File: src/rtl/core_delta_block_parser_macros.svh
// ----------------------------------------------------------------------------
// Core/delta block parser assertion macros
// Concurrent assertion wrappers; NO_ASSERTIONS leaves them empty.
// ----------------------------------------------------------------------------
`ifndef CORE_DELTA_BLOCK_PARSER_MACROS_SVH
`define CORE_DELTA_BLOCK_PARSER_MACROS_SVH

`ifndef NO_ASSERTIONS
// checked only out of reset
`define CDBP_ASSERT(lbl, clk, rst_n, prop, msg) \
  lbl: assert property (@(posedge clk) disable iff (!rst_n) prop) else $error(msg);
// checked at every edge, reset included
`define CDBP_ASSERT_ALWAYS(lbl, clk, prop, msg) \
  lbl: assert property (@(posedge clk) prop) else $error(msg);
`else
`define CDBP_ASSERT(lbl, clk, rst_n, prop, msg)
`define CDBP_ASSERT_ALWAYS(lbl, clk, prop, msg)
`endif

`endif

File: src/rtl/cdbp_pkg.sv
// ----------------------------------------------------------------------------
// Core/delta block parser package
// Shared constants, register indexes and the result record.
// ----------------------------------------------------------------------------
package cdbp_pkg;

  localparam int CDBP_COORD_BITS = 14;   // default coordinate width
  localparam int CDBP_COORD_W    = 14;   // coordinate field width on the bus
  localparam int CDBP_QDEPTH     = 4;    // result queue entries
  localparam int CDBP_OUT_TDATA_W = 56;
  localparam int CDBP_CFG_W      = 2;

  // configuration register indexes
  localparam logic CFG_CORE_ANG  = 1'b0;
  localparam logic CFG_DELTA_ANG = 1'b1;

  typedef struct packed {
    logic                    point_valid;
    logic                    is_delta;
    logic [CDBP_COORD_W-1:0] x_coord;
    logic [CDBP_COORD_W-1:0] y_coord;
    logic                    has_angle;
    logic [7:0]              angle_first;
    logic [7:0]              angle_second;
    logic [7:0]              angle_third;
    logic                    block_last;
  } cdbp_rec_t;

  typedef struct packed {
    logic not_empty;
    logic full;
  } cdbp_qstat_t;

endpackage

File: src/rtl/core_delta_block_parser.sv
// A result word is queued, then loaded into the output register that drives out_tvalid.
// Throughput: one byte per cycle while the queue is not full; each byte only steps the
// front-end parse state machine. Results drain one per cycle while out_tready is high,
// through a 4-entry queue and a registered output stage; input stalls only on a full queue.
// Reset: synchronous active-low rst_n; parser returns to the core-count phase, both
// angular codes to 1, queue and output register empty.
// ----------------------------------------------------------------------------
// Core/delta block parser top level
// Parses core/delta extended-data bytes into result words, one per point or end marker.
// ----------------------------------------------------------------------------
module core_delta_block_parser import cdbp_pkg::*; #(
  parameter int COORD_BITS = CDBP_COORD_BITS
) (
  input  logic                        clk,
  input  logic                        rst_n,
  // configuration
  input  logic                        cfg_we,
  input  logic                        cfg_index,
  input  logic [CDBP_CFG_W-1:0]       cfg_wdata,
  // byte stream in
  input  logic                        in_tvalid,
  output logic                        in_tready,
  input  logic [7:0]                  in_tdata,   // data_byte
  input  logic                        in_tuser,   // block_start
  // result stream out
  output logic                        out_tvalid,
  input  logic                        out_tready,
  // x_coord[13:0], y_coord[27:14], has_angle[28], angle_first[36:29],
  // angle_second[44:37], angle_third[52:45], zero pad[55:53]
  output logic [CDBP_OUT_TDATA_W-1:0] out_tdata,
  output logic [1:0]                  out_tuser,  // point_valid[0], is_delta[1]
  output logic                        out_tlast   // block_last
);

  logic        in_fire, push, pop;
  cdbp_rec_t   push_rec, head_rec;
  cdbp_qstat_t qstat;

  assign in_tready = !qstat.full;
  assign in_fire   = in_tvalid && in_tready;

  cdbp_front #(.COORD_BITS(COORD_BITS)) u_front (
    .clk         (clk),
    .rst_n       (rst_n),
    .cfg_we      (cfg_we),
    .cfg_index   (cfg_index),
    .cfg_wdata   (cfg_wdata),
    .in_fire     (in_fire),
    .data_byte   (in_tdata),
    .block_start (in_tuser),
    .push        (push),
    .rec         (push_rec)
  );

  cdbp_queue u_queue (
    .clk      (clk),
    .rst_n    (rst_n),
    .push     (push),
    .push_rec (push_rec),
    .pop      (pop),
    .head_rec (head_rec),
    .qstat    (qstat)
  );

  cdbp_back u_back (
    .clk        (clk),
    .rst_n      (rst_n),
    .qstat      (qstat),
    .head_rec   (head_rec),
    .pop        (pop),
    .out_tvalid (out_tvalid),
    .out_tready (out_tready),
    .out_tdata  (out_tdata),
    .out_tuser  (out_tuser),
    .out_tlast  (out_tlast)
  );

endmodule

File: src/rtl/cdbp_front.sv
// ----------------------------------------------------------------------------
// Core/delta block parser front end
// Byte-level parse state machine; assembles one record per finished point or end marker.
// ----------------------------------------------------------------------------
`include "core_delta_block_parser_macros.svh"

module cdbp_front import cdbp_pkg::*; #(
  parameter int COORD_BITS = CDBP_COORD_BITS
) (
  input  logic                  clk,
  input  logic                  rst_n,
  input  logic                  cfg_we,
  input  logic                  cfg_index,
  input  logic [CDBP_CFG_W-1:0] cfg_wdata,
  input  logic                  in_fire,
  input  logic [7:0]            data_byte,
  input  logic                  block_start,
  output logic                  push,
  output cdbp_rec_t             rec
);

  typedef enum logic [9:0] {
    PH_CORE_COUNT  = 10'b00_0000_0001,
    PH_X_HI        = 10'b00_0000_0010,
    PH_X_LO        = 10'b00_0000_0100,
    PH_Y_HI        = 10'b00_0000_1000,
    PH_Y_LO        = 10'b00_0001_0000,
    PH_ANG1        = 10'b00_0010_0000,
    PH_ANG2        = 10'b00_0100_0000,
    PH_ANG3        = 10'b00_1000_0000,
    PH_DELTA_COUNT = 10'b01_0000_0000,
    PH_IDLE        = 10'b10_0000_0000
  } phase_t;

  phase_t                phase_r, phase_nxt, phase_eff;
  logic [5:0]            left_r, left_nxt, left_dec;
  logic                  delta_r, delta_nxt;
  logic                  flag_r, flag_nxt;
  logic [1:0]            core_code_r, delta_code_r;
  logic [5:0]            hi_r, hi_nxt;
  logic [COORD_BITS-1:0] x_r, x_nxt, y_r, y_nxt;
  logic [7:0]            a1_r, a1_nxt, a2_r, a2_nxt;
  logic [13:0]           word14;
  logic                  emit;
  logic [7:0]            e_a1, e_a2, e_a3;

  // config registers
  always_ff @(posedge clk) begin
    if (!rst_n) begin
      core_code_r  <= 2'd1;
      delta_code_r <= 2'd1;
    end else if (cfg_we) begin
      if (cfg_index == CFG_CORE_ANG) core_code_r  <= cfg_wdata;
      else                           delta_code_r <= cfg_wdata;
    end
  end

  assign phase_eff = block_start ? PH_CORE_COUNT : phase_r;
  assign word14    = {hi_r, data_byte};
  assign left_dec  = left_r - 6'd1;

  always_comb begin
    phase_nxt = phase_r;
    left_nxt  = left_r;
    delta_nxt = delta_r;
    flag_nxt  = flag_r;
    hi_nxt    = hi_r;
    x_nxt     = x_r;
    y_nxt     = y_r;
    a1_nxt    = a1_r;
    a2_nxt    = a2_r;
    emit      = 1'b0;
    e_a1      = 8'd0;
    e_a2      = 8'd0;
    e_a3      = 8'd0;
    push      = 1'b0;
    rec       = '0;
    if (in_fire) begin
      case (phase_eff)
        PH_CORE_COUNT: begin
          delta_nxt = 1'b0;
          left_nxt  = data_byte[5:0];
          phase_nxt = (data_byte[5:0] != 6'd0) ? PH_X_HI : PH_DELTA_COUNT;
        end
        PH_DELTA_COUNT: begin
          delta_nxt = 1'b1;
          left_nxt  = data_byte[5:0];
          if (data_byte[5:0] != 6'd0) begin
            phase_nxt = PH_X_HI;
          end else begin
            // empty delta list: end marker only
            phase_nxt      = PH_IDLE;
            push           = 1'b1;
            rec.block_last = 1'b1;
          end
        end
        PH_X_HI: begin
          flag_nxt  = (data_byte[7:6] == (delta_r ? delta_code_r : core_code_r));
          hi_nxt    = data_byte[5:0];
          phase_nxt = PH_X_LO;
        end
        PH_X_LO: begin
          x_nxt     = word14[COORD_BITS-1:0];
          phase_nxt = PH_Y_HI;
        end
        PH_Y_HI: begin
          hi_nxt    = data_byte[5:0];
          phase_nxt = PH_Y_LO;
        end
        PH_Y_LO: begin
          y_nxt = word14[COORD_BITS-1:0];
          if (flag_r) phase_nxt = PH_ANG1;
          else        emit      = 1'b1;
        end
        PH_ANG1: begin
          if (!delta_r) begin
            emit = 1'b1;
            e_a1 = data_byte;
          end else begin
            a1_nxt    = data_byte;
            phase_nxt = PH_ANG2;
          end
        end
        PH_ANG2: begin
          a2_nxt    = data_byte;
          phase_nxt = PH_ANG3;
        end
        PH_ANG3: begin
          emit = 1'b1;
          e_a1 = a1_r;
          e_a2 = a2_r;
          e_a3 = data_byte;
        end
        default: phase_nxt = PH_IDLE;
      endcase

      if (emit) begin
        left_nxt = left_dec;
        if (left_dec != 6'd0) phase_nxt = PH_X_HI;
        else if (!delta_r)    phase_nxt = PH_DELTA_COUNT;
        else                  phase_nxt = PH_IDLE;
        push             = 1'b1;
        rec.point_valid  = 1'b1;
        rec.is_delta     = delta_r;
        rec.x_coord      = CDBP_COORD_W'(x_r);
        rec.y_coord      = CDBP_COORD_W'(y_nxt);
        rec.has_angle    = flag_r;
        rec.angle_first  = e_a1;
        rec.angle_second = e_a2;
        rec.angle_third  = e_a3;
        rec.block_last   = (left_dec == 6'd0) && delta_r;
      end
    end
  end

  always_ff @(posedge clk) begin
    if (!rst_n) begin
      phase_r <= PH_CORE_COUNT;
      left_r  <= 6'd0;
      delta_r <= 1'b0;
      flag_r  <= 1'b0;
    end else begin
      phase_r <= phase_nxt;
      left_r  <= left_nxt;
      delta_r <= delta_nxt;
      flag_r  <= flag_nxt;
    end
  end

  always_ff @(posedge clk) begin
    hi_r <= hi_nxt;
    x_r  <= x_nxt;
    y_r  <= y_nxt;
    a1_r <= a1_nxt;
    a2_r <= a2_nxt;
  end

  // a marker word always closes its block
  `CDBP_ASSERT(a_marker_last, clk, rst_n, (push && !rec.point_valid) |-> rec.block_last, "end marker without block_last")

endmodule

File: src/rtl/cdbp_queue.sv
// ----------------------------------------------------------------------------
// Core/delta block parser result queue
// Small FIFO of result records between parse front end and output stage.
// ----------------------------------------------------------------------------
`include "core_delta_block_parser_macros.svh"

module cdbp_queue import cdbp_pkg::*; (
  input  logic        clk,
  input  logic        rst_n,
  input  logic        push,
  input  cdbp_rec_t   push_rec,
  input  logic        pop,
  output cdbp_rec_t   head_rec,
  output cdbp_qstat_t qstat
);

  localparam int PW = $clog2(CDBP_QDEPTH);
  localparam int CW = $clog2(CDBP_QDEPTH + 1);

  cdbp_rec_t       mem [CDBP_QDEPTH];
  logic [PW-1:0]   wr_ptr_r, rd_ptr_r;
  logic [CW-1:0]   count_r;

  always_ff @(posedge clk) begin
    if (push) mem[wr_ptr_r] <= push_rec;
  end

  assign head_rec        = mem[rd_ptr_r];
  assign qstat.not_empty = (count_r != CW'(0));
  assign qstat.full      = (count_r == CW'(CDBP_QDEPTH));

  always_ff @(posedge clk) begin
    if (!rst_n) begin
      wr_ptr_r <= '0;
      rd_ptr_r <= '0;
      count_r  <= '0;
    end else begin
      if (push)
        wr_ptr_r <= (wr_ptr_r == PW'(CDBP_QDEPTH - 1)) ? '0 : wr_ptr_r + PW'(1);
      if (pop)
        rd_ptr_r <= (rd_ptr_r == PW'(CDBP_QDEPTH - 1)) ? '0 : rd_ptr_r + PW'(1);
      case ({push, pop})
        2'b10:   count_r <= count_r + CW'(1);
        2'b01:   count_r <= count_r - CW'(1);
        default: count_r <= count_r;
      endcase
    end
  end

  `CDBP_ASSERT(a_no_overflow, clk, rst_n, !(push && qstat.full), "push into full queue")
  `CDBP_ASSERT(a_no_underflow, clk, rst_n, !(pop && !qstat.not_empty), "pop from empty queue")
  `CDBP_ASSERT(a_count_step, clk, rst_n, (push && !pop) |=> (count_r == $past(count_r) + CW'(1)), "queue count lost a word")

endmodule

File: src/rtl/cdbp_back.sv
// ----------------------------------------------------------------------------
// Core/delta block parser output stage
// Pulls records from the queue into the registered result channel.
// ----------------------------------------------------------------------------
module cdbp_back import cdbp_pkg::*; (
  input  logic                        clk,
  input  logic                        rst_n,
  input  cdbp_qstat_t                 qstat,
  input  cdbp_rec_t                   head_rec,
  output logic                        pop,
  output logic                        out_tvalid,
  input  logic                        out_tready,
  output logic [CDBP_OUT_TDATA_W-1:0] out_tdata,
  output logic [1:0]                  out_tuser,
  output logic                        out_tlast
);

  logic      valid_r;
  cdbp_rec_t rec_r;

  // refill whenever the register is empty or its word leaves this cycle
  assign pop = qstat.not_empty && (!valid_r || out_tready);

  always_ff @(posedge clk) begin
    if (!rst_n)                 valid_r <= 1'b0;
    else if (pop)               valid_r <= 1'b1;
    else if (out_tready)        valid_r <= 1'b0;
  end

  always_ff @(posedge clk) begin
    if (pop) rec_r <= head_rec;
  end

  assign out_tvalid = valid_r;
  assign out_tdata  = {3'b000, rec_r.angle_third, rec_r.angle_second, rec_r.angle_first,
                       rec_r.has_angle, rec_r.y_coord, rec_r.x_coord};
  assign out_tuser  = {rec_r.is_delta, rec_r.point_valid};
  assign out_tlast  = rec_r.block_last;

endmodule
File: config.mk
export PLATFORM = sky130hd
export DESIGN_NAME = core_delta_block_parser
export DESIGN_NICKNAME = d
export VERILOG_FILES = /design/src/rtl/cdbp_pkg.sv /design/src/rtl/core_delta_block_parser.sv /design/src/rtl/cdbp_front.sv /design/src/rtl/cdbp_queue.sv /design/src/rtl/cdbp_back.sv
export VERILOG_INCLUDE_DIRS = /design/src /design/src/rtl
export SDC_FILE = /design/constraint.sdc
export NUM_CORES = 1
export LEC_CHECK = 0
export BUFFER_PORTS_ARGS = -buffer_cell sky130_fd_sc_hd__buf_2
export CORE_UTILIZATION = 29
export CTS_CLUSTER_SIZE = 40
export DETAILED_ROUTE_END_ITERATION = 8
export SETUP_SLACK_MARGIN = 0.5
export SLEW_MARGIN = 20
export SYNTH_ARGS = -nofsm -noshare
export SYNTH_HDL_FRONTEND = slang
export SYNTH_SLANG_ARGS = --single-unit
File: constraint.sdc
create_clock -name clk -period 9.9 [get_ports clk]
set_input_delay 0.495 -clock clk [delete_from_list [all_inputs] [get_ports clk]]
set_output_delay 0.495 -clock clk [all_outputs]
set_load 0.02 [all_outputs]
==> key figures, run 1 <==
Place
  – Placer Congestion: just under 0.8
  – Port buffer count: 74
  – Placed wire-length estimate: about 16000 microns
  – Place WS: a little under 7 ns
  – Placed Instance Area: 0.0148 sq mm

Routing
  – DR WL met2: ~13000 microns
  – Met3 wire len: roughly 1600 microns
  – ANT nets after route: 0
  – DR top layer: met4
  – Router iterations before antenna repair: 9
  – DRC Markers: 9
  – Wire length per cell: roughly 19 microns
  – Vias per inst: ~4.7
  – Met1 WL: about 12000 microns
  – Routed WL: 27600 microns
  – Initial DRC count: 417
  – Vias: between 6000 and 7000

Yosys
  – Cell variety after synth: 67
  – #FFs+latches synth: 360
  – Asr flop ratio synth: 0
  – Post-Syn Instances: between 700 and 800
  – Post-synthesis cell area: between 0.01 and 0.015 sq mm
  – Primary FF master, synth: edfxtp_1
  – Syn Area/Cell: between 15 and 20 sq um
  – Synth Warn #: 0
  – EDFF count, synth: 330
  – Sequential area share after synthesis: 0.762

Clock network
  – Clock tree root driver cell: clkbuf_16
  – Sink Count: 360
  – Cts bufs inserted: 37
  – Bufs on Longest Clock Path: 3
  – Setup repair bufs after CTS: 0
  – CTS H-Tree Depth: 2
  – Post_cts resized: 0
  – Worst-Skew Late Latency: between 0.5 and 0.6 ns
  – CTS Hold Bufs: 0
  – TritonCTS clock tree: yes
  – Clock transition at path regs: ~0.06 ns

Critical path
  – Crit path DAT: about 3.1 ns
  – CP required: slightly above 10 ns
  – Crit Path Max Fanout: 56
  – Crit start category: register
  – Worst setup path class: reg -> reg
  – Worst R2R Start: u_queue.count_r[0]
  – Worst R2R End: u_queue.mem[2][26]
  – Flop2flop setup slack: ~6.9 ns
  – Crit end category: register
  – R2R cell count: 5

Die
  – Die H: around 220 microns
  – Die ar.: 0.0484 sq mm
  – Boundary pin count: just under 80
  – Die W: 220 microns
  – Starting Density: 0.295
  – Core Region: 0.0468 sq mm
  – Cell Rows: about 80

Run status
  – Outcome: finished, violations left
  – Violated checks: DRC

STA
  – Setup total negative slack: 0 ns
  – Setup Skew: roughly 0.016 ns
  – Final worst slack: 6.94 ns
  – Max Freq: approximately 340 MHz
  – Fin crit period: just under 3 ns
  – Max-slew violations: 0
  – Worst Max-Slew Pin Slew: between 1 and 1.5 ns
  – Final setup viols: 0
  – Tcrit/Tclk final: 0.299
  – Fin. Hold Viols: 0
  – Rel. slew slack: 0.309
  – RSZ-0062 raised after global routing: no

Cells and area
  – Final #Nets: roughly 840
  – Ant diodes: 0
  – Fill cells: roughly 4400
  – Post-layout util: 0.343
  – Most frequent cells in the layout: edfxtp_1 (330), buf_2 (74), mux4_2 (56)
  – Commonest non-fill, non-tap cell in the layout: edfxtp_1
  – Share of cells above drive strength 1: 0.255
  – Cell area after layout: about 0.016 sq mm
  – Area Growth Syn to Fin: 16.3%

Job
  – Max-cap violations: 0

Worst hold path
  – Min-Delay Path Class: in -> reg
  – Hold Path Sink: u_front.core_code_r[0]
  – Worst hold start: cfg_wdata[0]
  – Worst hold path depth: 3

GRT
  – Pin count of the biggest net entering global routing: 60
  – Initial antenna violation count: 0
  – First-pass GRT wire length: between 40000 and 50000 microns
  – Number of global-route vias before repair: between 6000 and 7000
  – Grt total ovfl: 0
  – All-Layer GR Usage: 0.115

Power
  – Total power: about 4.0 mW
  – Leakage Power: a little under 5 nW
  – PwrDens: about 250 mW/mm^2
  – VDD IR max: ~170 uV
-- registers in the layout, summed over array words and instances, names as in the netlist, 2 cells and up --
name / cells
u_front.y_r: 14
u_front.core_code_r: 2
u_front.a1_r: 8
u_back.out_tuser: 2
u_front.hi_r: 6
u_queue.wr_ptr_r: 2
u_front.phase_r: 10
u_back.out_tdata: 53
u_queue.count_r: 3
u_front.x_r: 14
u_front.delta_code_r: 2
u_front.left_r: 6
u_queue.mem: 224
u_queue.rd_ptr_r: 2
u_front.a2_r: 8
-- critical path: stages, from the launching register on --
cell and delay (ns):
dfxtp_1 0.41, or3b_4 0.18, nand2_2 0.38, inv_2 0.16
buf_4 0.47, and3_4 0.89
-- cell families after synthesis --
logic type      count (synthesis)  share of synthesized area
simple gates                  156                     0.0659
mux                            76                      0.107
fa+ha+maj                       9                    0.00871
xor+xnor                        7                    0.00445
other cells                     1                   0.000272
flops                         360                      0.762
compound gates                 73                     0.0349
buf+inv                        48                     0.0162
-- routing by layer --
layer,up-vias,global-route usage
met5,-,0
met4,0,0.0356
met3,46,0.0242
met2,181,0.182
met1,3441,0.159
li1,3079,-
-- synthesized netlist by cell type (all sizes together), types with 11 or more instances --
cell	instances	area (sq um)
a22oi	11	87.6
o21ai	16	80.1
buf	16	90.1
and2	33	206
edfxtp	330	9910
dfxtp	30	601
mux4	56	1260
a21oi	21	105
nor3	11	66.3
nand2	18	70.1
mux2	13	146
nor2	34	128
and3	21	134
clkbuf	21	92.6
inv	11	41.3
-- final cells by class --
type / instances / area, sq um / share of cell area
Inverter: 11 / 41.3 / 0.00258
Clock inverter: 18 / 215 / 0.0134
Timing Repair Buffer: 79 / 408 / 0.0254
Tap cell: 607 / 759 / 0.0474
Multi-Input combinational cell: 324 / 3100 / 0.193
Sequential cell: 360 / 10500 / 0.656
Clock buffer: 48 / 988 / 0.0617
-- power by group --
group / internal [mW] / switching, mW / total [mW]
sequential: 1.84 / 0.0862 / 1.93
clock: 0.815 / 0.570 / 1.39
combinational: 0.260 / 0.440 / 0.700
-- stage by stage --
stage,std cells,hold WS (ns)
final,1447,0.196
after global routing,1447,0.210
after CTS,1447,0.181
after detailed placement,1381,0.436
after global placement,1381,0.428
after floorplan,732,0.419
-- how the worst max path moves through the flow --
stage	from	endpoint	slack (ns)
finish	u_queue.count_r[0]	u_queue.mem[2][26]	6.94
CTS	u_queue.count_r[0]	u_queue.mem[3][16]	6.90
global route	u_queue.count_r[0]	u_queue.mem[1][38]	6.72
global placement	in_tuser	u_queue.count_r[2]	6.84
detailed placement	in_tuser	u_queue.count_r[2]	6.82
floorplan	out_tready	u_queue.count_r[2]	5.09
No activity file was read; power rests on OpenSTA's default activity.
==> inputs of run 2 (changes only) <==
--- a/config.mk
+++ b/config.mk
@@ -6,6 +6,7 @@
 export SDC_FILE = /design/constraint.sdc
 export NUM_CORES = 1
 export LEC_CHECK = 0
+export ABC_AREA = 1
 export BUFFER_PORTS_ARGS = -buffer_cell sky130_fd_sc_hd__buf_2
 export CORE_UTILIZATION = 29
 export CTS_CLUSTER_SIZE = 40
==> constraint.sdc (replaced) <==
create_clock -name clk -period 3.1 [get_ports clk]
set_input_delay 0.155 -clock clk [delete_from_list [all_inputs] [get_ports clk]]
set_output_delay 0.155 -clock clk [all_outputs]
set_load 0.02 [all_outputs]
==> key figures, run 2 <==
Run status
  – Outcome: complete, no violations (was finished, violations left)

Yosys
  – Sequential area share after synthesis: 0.745 (was 0.762)
  – EDFF count, synth: 330 (unchanged)
  – Primary FF master, synth: edfxtp_1 (unchanged)
  – Asr flop ratio synth: 0 (unchanged)
  – Cell variety after synth: 36 (was 67)
  – Post-synth top area share: 0.702 (was 0.719)
  – Syn Area/Cell: 12.6 sq um (was 18.9 sq um)
  – Cell accounting for the most synthesized area: edfxtp_1 (unchanged)
  – #FFs+latches synth: 360 (unchanged)
  – Synth Warn #: 0 (unchanged)
  – Post-synthesis cell area: 0.0141 sq mm (was 0.0138 sq mm)
  – Post-Syn Instances: 1118 (was 730)
  – Top post-synthesis cells by area: edfxtp_1 (70%), nor2_1 (5.3%), o21ai_0 (4.9%), dfxtp_1 (4.3%), nand2_1 (2.9%) (was edfxtp_1 (72%), mux4_2 (9.1%), dfxtp_1 (4.4%), and2_1 (1.5%), nor2_1 (0.93%))
  – Count leader, synth: edfxtp_1 (unchanged)
  – Synth cell count leaders: edfxtp_1 (330), nor2_1 (199), o21ai_0 (138) (was edfxtp_1 (330), mux4_2 (56), nor2_1 (34))

Routing
  – ANT nets after route: 0 (unchanged)
  – Routed WL: 31800 microns (was 27600 microns)
  – Vias per inst: 4.72 (was 4.66)
  – DRC Markers: 0 (was 9)
  – Vias: 8836 (was 6747)
  – Initial DRC count: 672 (was 417)
  – Router iterations before antenna repair: 5 (was 9)
  – Wire length per cell: 17.0 microns (was 19.1 microns)

GRT
  – Pin count of the biggest net entering global routing: 115 (was 60)
  – Number of global-route vias before repair: 8676 (was 6722)
  – Initial antenna violation count: 1 (was 0)
  – First-pass GRT wire length: 49700 microns (was 41500 microns)
  – Grt total ovfl: 0 (unchanged)
  – All-Layer GR Usage: 0.129 (was 0.115)

Cells and area
  – Largest register FFs: 224 (unchanged)
  – Multi-input gate area: 0.00312 sq mm (was 0.00310 sq mm)
  – Most flops, register: u_queue.mem (unchanged)
  – Commonest non-fill, non-tap cell in the layout: edfxtp_1 (unchanged)
  – Share of cells above drive strength 1: 0.165 (was 0.255)
  – Area Growth Syn to Fin: 19.4% (was 16.3%)
  – Fill cells: 4608 (was 4432)
  – Cell area after layout: 0.0168 sq mm (was 0.0160 sq mm)
  – Most frequent cells in the layout: edfxtp_1 (330), nor2_1 (193), o21ai_0 (137) (was edfxtp_1 (330), buf_2 (74), mux4_2 (56))
  – Sequential cell area: 0.0105 sq mm (about the same)
  – Final #Nets: 1253 (was 839)

STA
  – Setup total negative slack: 0 ns (unchanged)
  – Final worst slack: 0.675 ns (was 6.94 ns)
  – Fin crit period: 2.42 ns (was 2.96 ns)
  – Rel. slew slack: 0.445 (was 0.309)
  – Max Freq: 412 MHz (was 338 MHz)
  – Tcrit/Tclk final: 0.782 (was 0.299)
  – Final setup viols: 0 (unchanged)
  – Worst Max-Slew Pin Slew: 0.833 ns (was 1.03 ns)
  – Fin. Hold Viols: 0 (unchanged)
  – Max-slew violations: 0 (unchanged)
  – Setup Skew: 0.0149 ns (was 0.0160 ns)
  – RSZ-0062 raised after global routing: yes (was no)

Place
  – Placer Congestion: 0.875 (was 0.795)
  – Port buffer count: 74 (unchanged)
  – Placed Instance Area: 0.0153 sq mm (was 0.0148 sq mm)
  – Place WS: 0.583 ns (was 6.82 ns)
  – Placed wire-length estimate: 18700 microns (was 15900 microns)

Die
  – Boundary pin count: 78 (unchanged)
  – Cell Rows: 80 (was 79)
  – Die W: 223 microns (was 220 microns)
  – Core Region: 0.0478 sq mm (was 0.0468 sq mm)
  – Die H: 223 microns (was 220 microns)
  – Die ar.: 0.0495 sq mm (was 0.0484 sq mm)
  – Starting Density: 0.295 (about the same)

Critical path
  – CP required: 3.51 ns (was 10.05 ns)
  – Worst R2R End: u_queue.count_r[2] (was u_queue.mem[2][26])
  – CP max-delay cell: fa_1 (was and3_4)
  – Crit start category: register (unchanged)
  – Bufs and invs on worst path: 1 (was 2)
  – Worst setup path class: reg -> reg (unchanged)
  – CP Cell Sequence: o21ai_2, inv_2, nor2_1, nand3_4, nand3_4, o21ai_2, ha_1, fa_1, a21oi_1, o21ai_0, o21ai_1, a21oi_1 (was or3b_4, nand2_2, inv_2, buf_4, and3_4)
  – Worst R2R Start: u_front.phase_r[4] (was u_queue.count_r[0])
  – Crit path DAT: 2.84 ns (was 3.10 ns)
  – Largest delay share family, worst path: compound AO/OA/AOI/OAI gates (was simple AND/OR/NAND/NOR gates)
  – Crit Path Max Fanout: 4 (was 56)
  – Peak per-stage delay on the critical path: 0.39 ns (was 0.89 ns)
  – Crit end category: register (unchanged)
  – R2R cell count: 12 (was 5)
  – Flop2flop setup slack: 0.68 ns (was 6.94 ns)

Worst hold path
  – Worst hold start: out_tready (was cfg_wdata[0])
  – Hold Path Sink: u_back.out_tvalid (was u_front.core_code_r[0])
  – Min-Delay Path Class: in -> reg (unchanged)
  – Worst hold path depth: 4 (was 3)

Clock network
  – Clock tree root driver cell: clkbuf_16 (unchanged)
  – Bufs on Longest Clock Path: 3 (unchanged)
  – TritonCTS clock tree: yes (unchanged)
  – Sink Count: 360 (unchanged)
  – CTS H-Tree Depth: 2 (unchanged)
  – Cts bufs inserted: 40 (was 37)
  – Worst-Skew Late Latency: 0.54 ns (about the same)
  – Clock transition at path regs: 0.06 ns (about the same)

Power
  – PwrDens: 842 mW/mm^2 (was 251 mW/mm^2)
  – Total power: 14.2 mW (was 4.02 mW)
  – Leakage Power: 5.62 nW (was 4.95 nW)
  – VDD IR max: 580 uV (was 170 uV)

Job
  – Max-cap violations: 0 (unchanged)
run 2: final cells by class:
class	count	area share
multi-input combinational	620	0.185
sequential	360	0.624
clock buffer	48	0.0649
antenna	1	0.000149
timing repair buffer	119	0.0490
inverter	86	0.0192
tap	615	0.0457
clock inverter	25	0.0111
run 2: cell families (layout without fill, tap and decap cells):
group	Yosys count	count (layout)	share of synthesized area
flops	360	360	0.745
other cells	1	4	0.000266
xor+xnor	3	3	0.00186
simple gates	365	365	0.109
buf+inv	140	278	0.0397
fa+ha+maj	9	9	0.00851
compound gates	240	240	0.0959
run 2: report_power, final:
group	total (mW)	switching (mW)	internal, mW
Sequential	6.23	0.169	6.06
Combinational	3.37	2.46	0.906
Clock	4.58	1.89	2.69
Total	14.2	4.52	9.66
run 2: metrics by stage:
stage	std cells	hold slack (ns)	util
after floorplan	1120	0.254	-
after global placement	1780	0.375	0.321
after detailed placement	1780	0.388	0.321
after CTS	1870	0.0310	0.351
after global routing	1873	0.0665	0.352
final	1874	0.0564	0.352
run 2: worst max-delay path by stage:
| stage | from | endpoint | slack [ns] | cells past startpoint |
|---|---|---|---|---|
| finish | u_front.phase_r[4] | u_queue.count_r[2] | 0.68 | 12 |
| detailed placement | u_front.phase_r[0] | u_queue.count_r[2] | 0.58 | 12 |
| global placement | u_front.phase_r[5] | u_queue.count_r[2] | 0.51 | 11 |
| CTS | u_front.phase_r[0] | u_queue.count_r[2] | 0.54 | 12 |
| floorplan | u_back.out_tvalid | u_queue.count_r[1] | 0.47 | 7 |
| global route | u_front.phase_r[0] | u_queue.count_r[2] | 0.46 | 12 |
run 2: routing by layer:
metal / vias up / wire length [microns] / global-route usage
li1: 4192 / - / -
met1: 4359 / 14200 / 0.170
met2: 229 / 15000 / 0.212
met3: 56 / 1910 / 0.0280
met4: 0 / 629 / 0.0385
met5: - / 0 / 0
run 2: repair_timing:
item,CTS,global route
setup buffers,0,3
endpoints found under the setup margin,0,325
hold buffers,17,0
endpoints found under the hold margin,29,0
resized for setup,0,6
run 2: worst reg2reg max path: cells and delay by family (launching register included):
kind | cells | cell delay (ns)
adder cells (fa/ha/maj) | 2 | 0.63
flip-flops | 1 | 0.35
buffers and inverters | 1 | 0.08
AND/OR/NAND/NOR | 3 | 0.50
AO/OA/AOI/OAI | 6 | 0.74
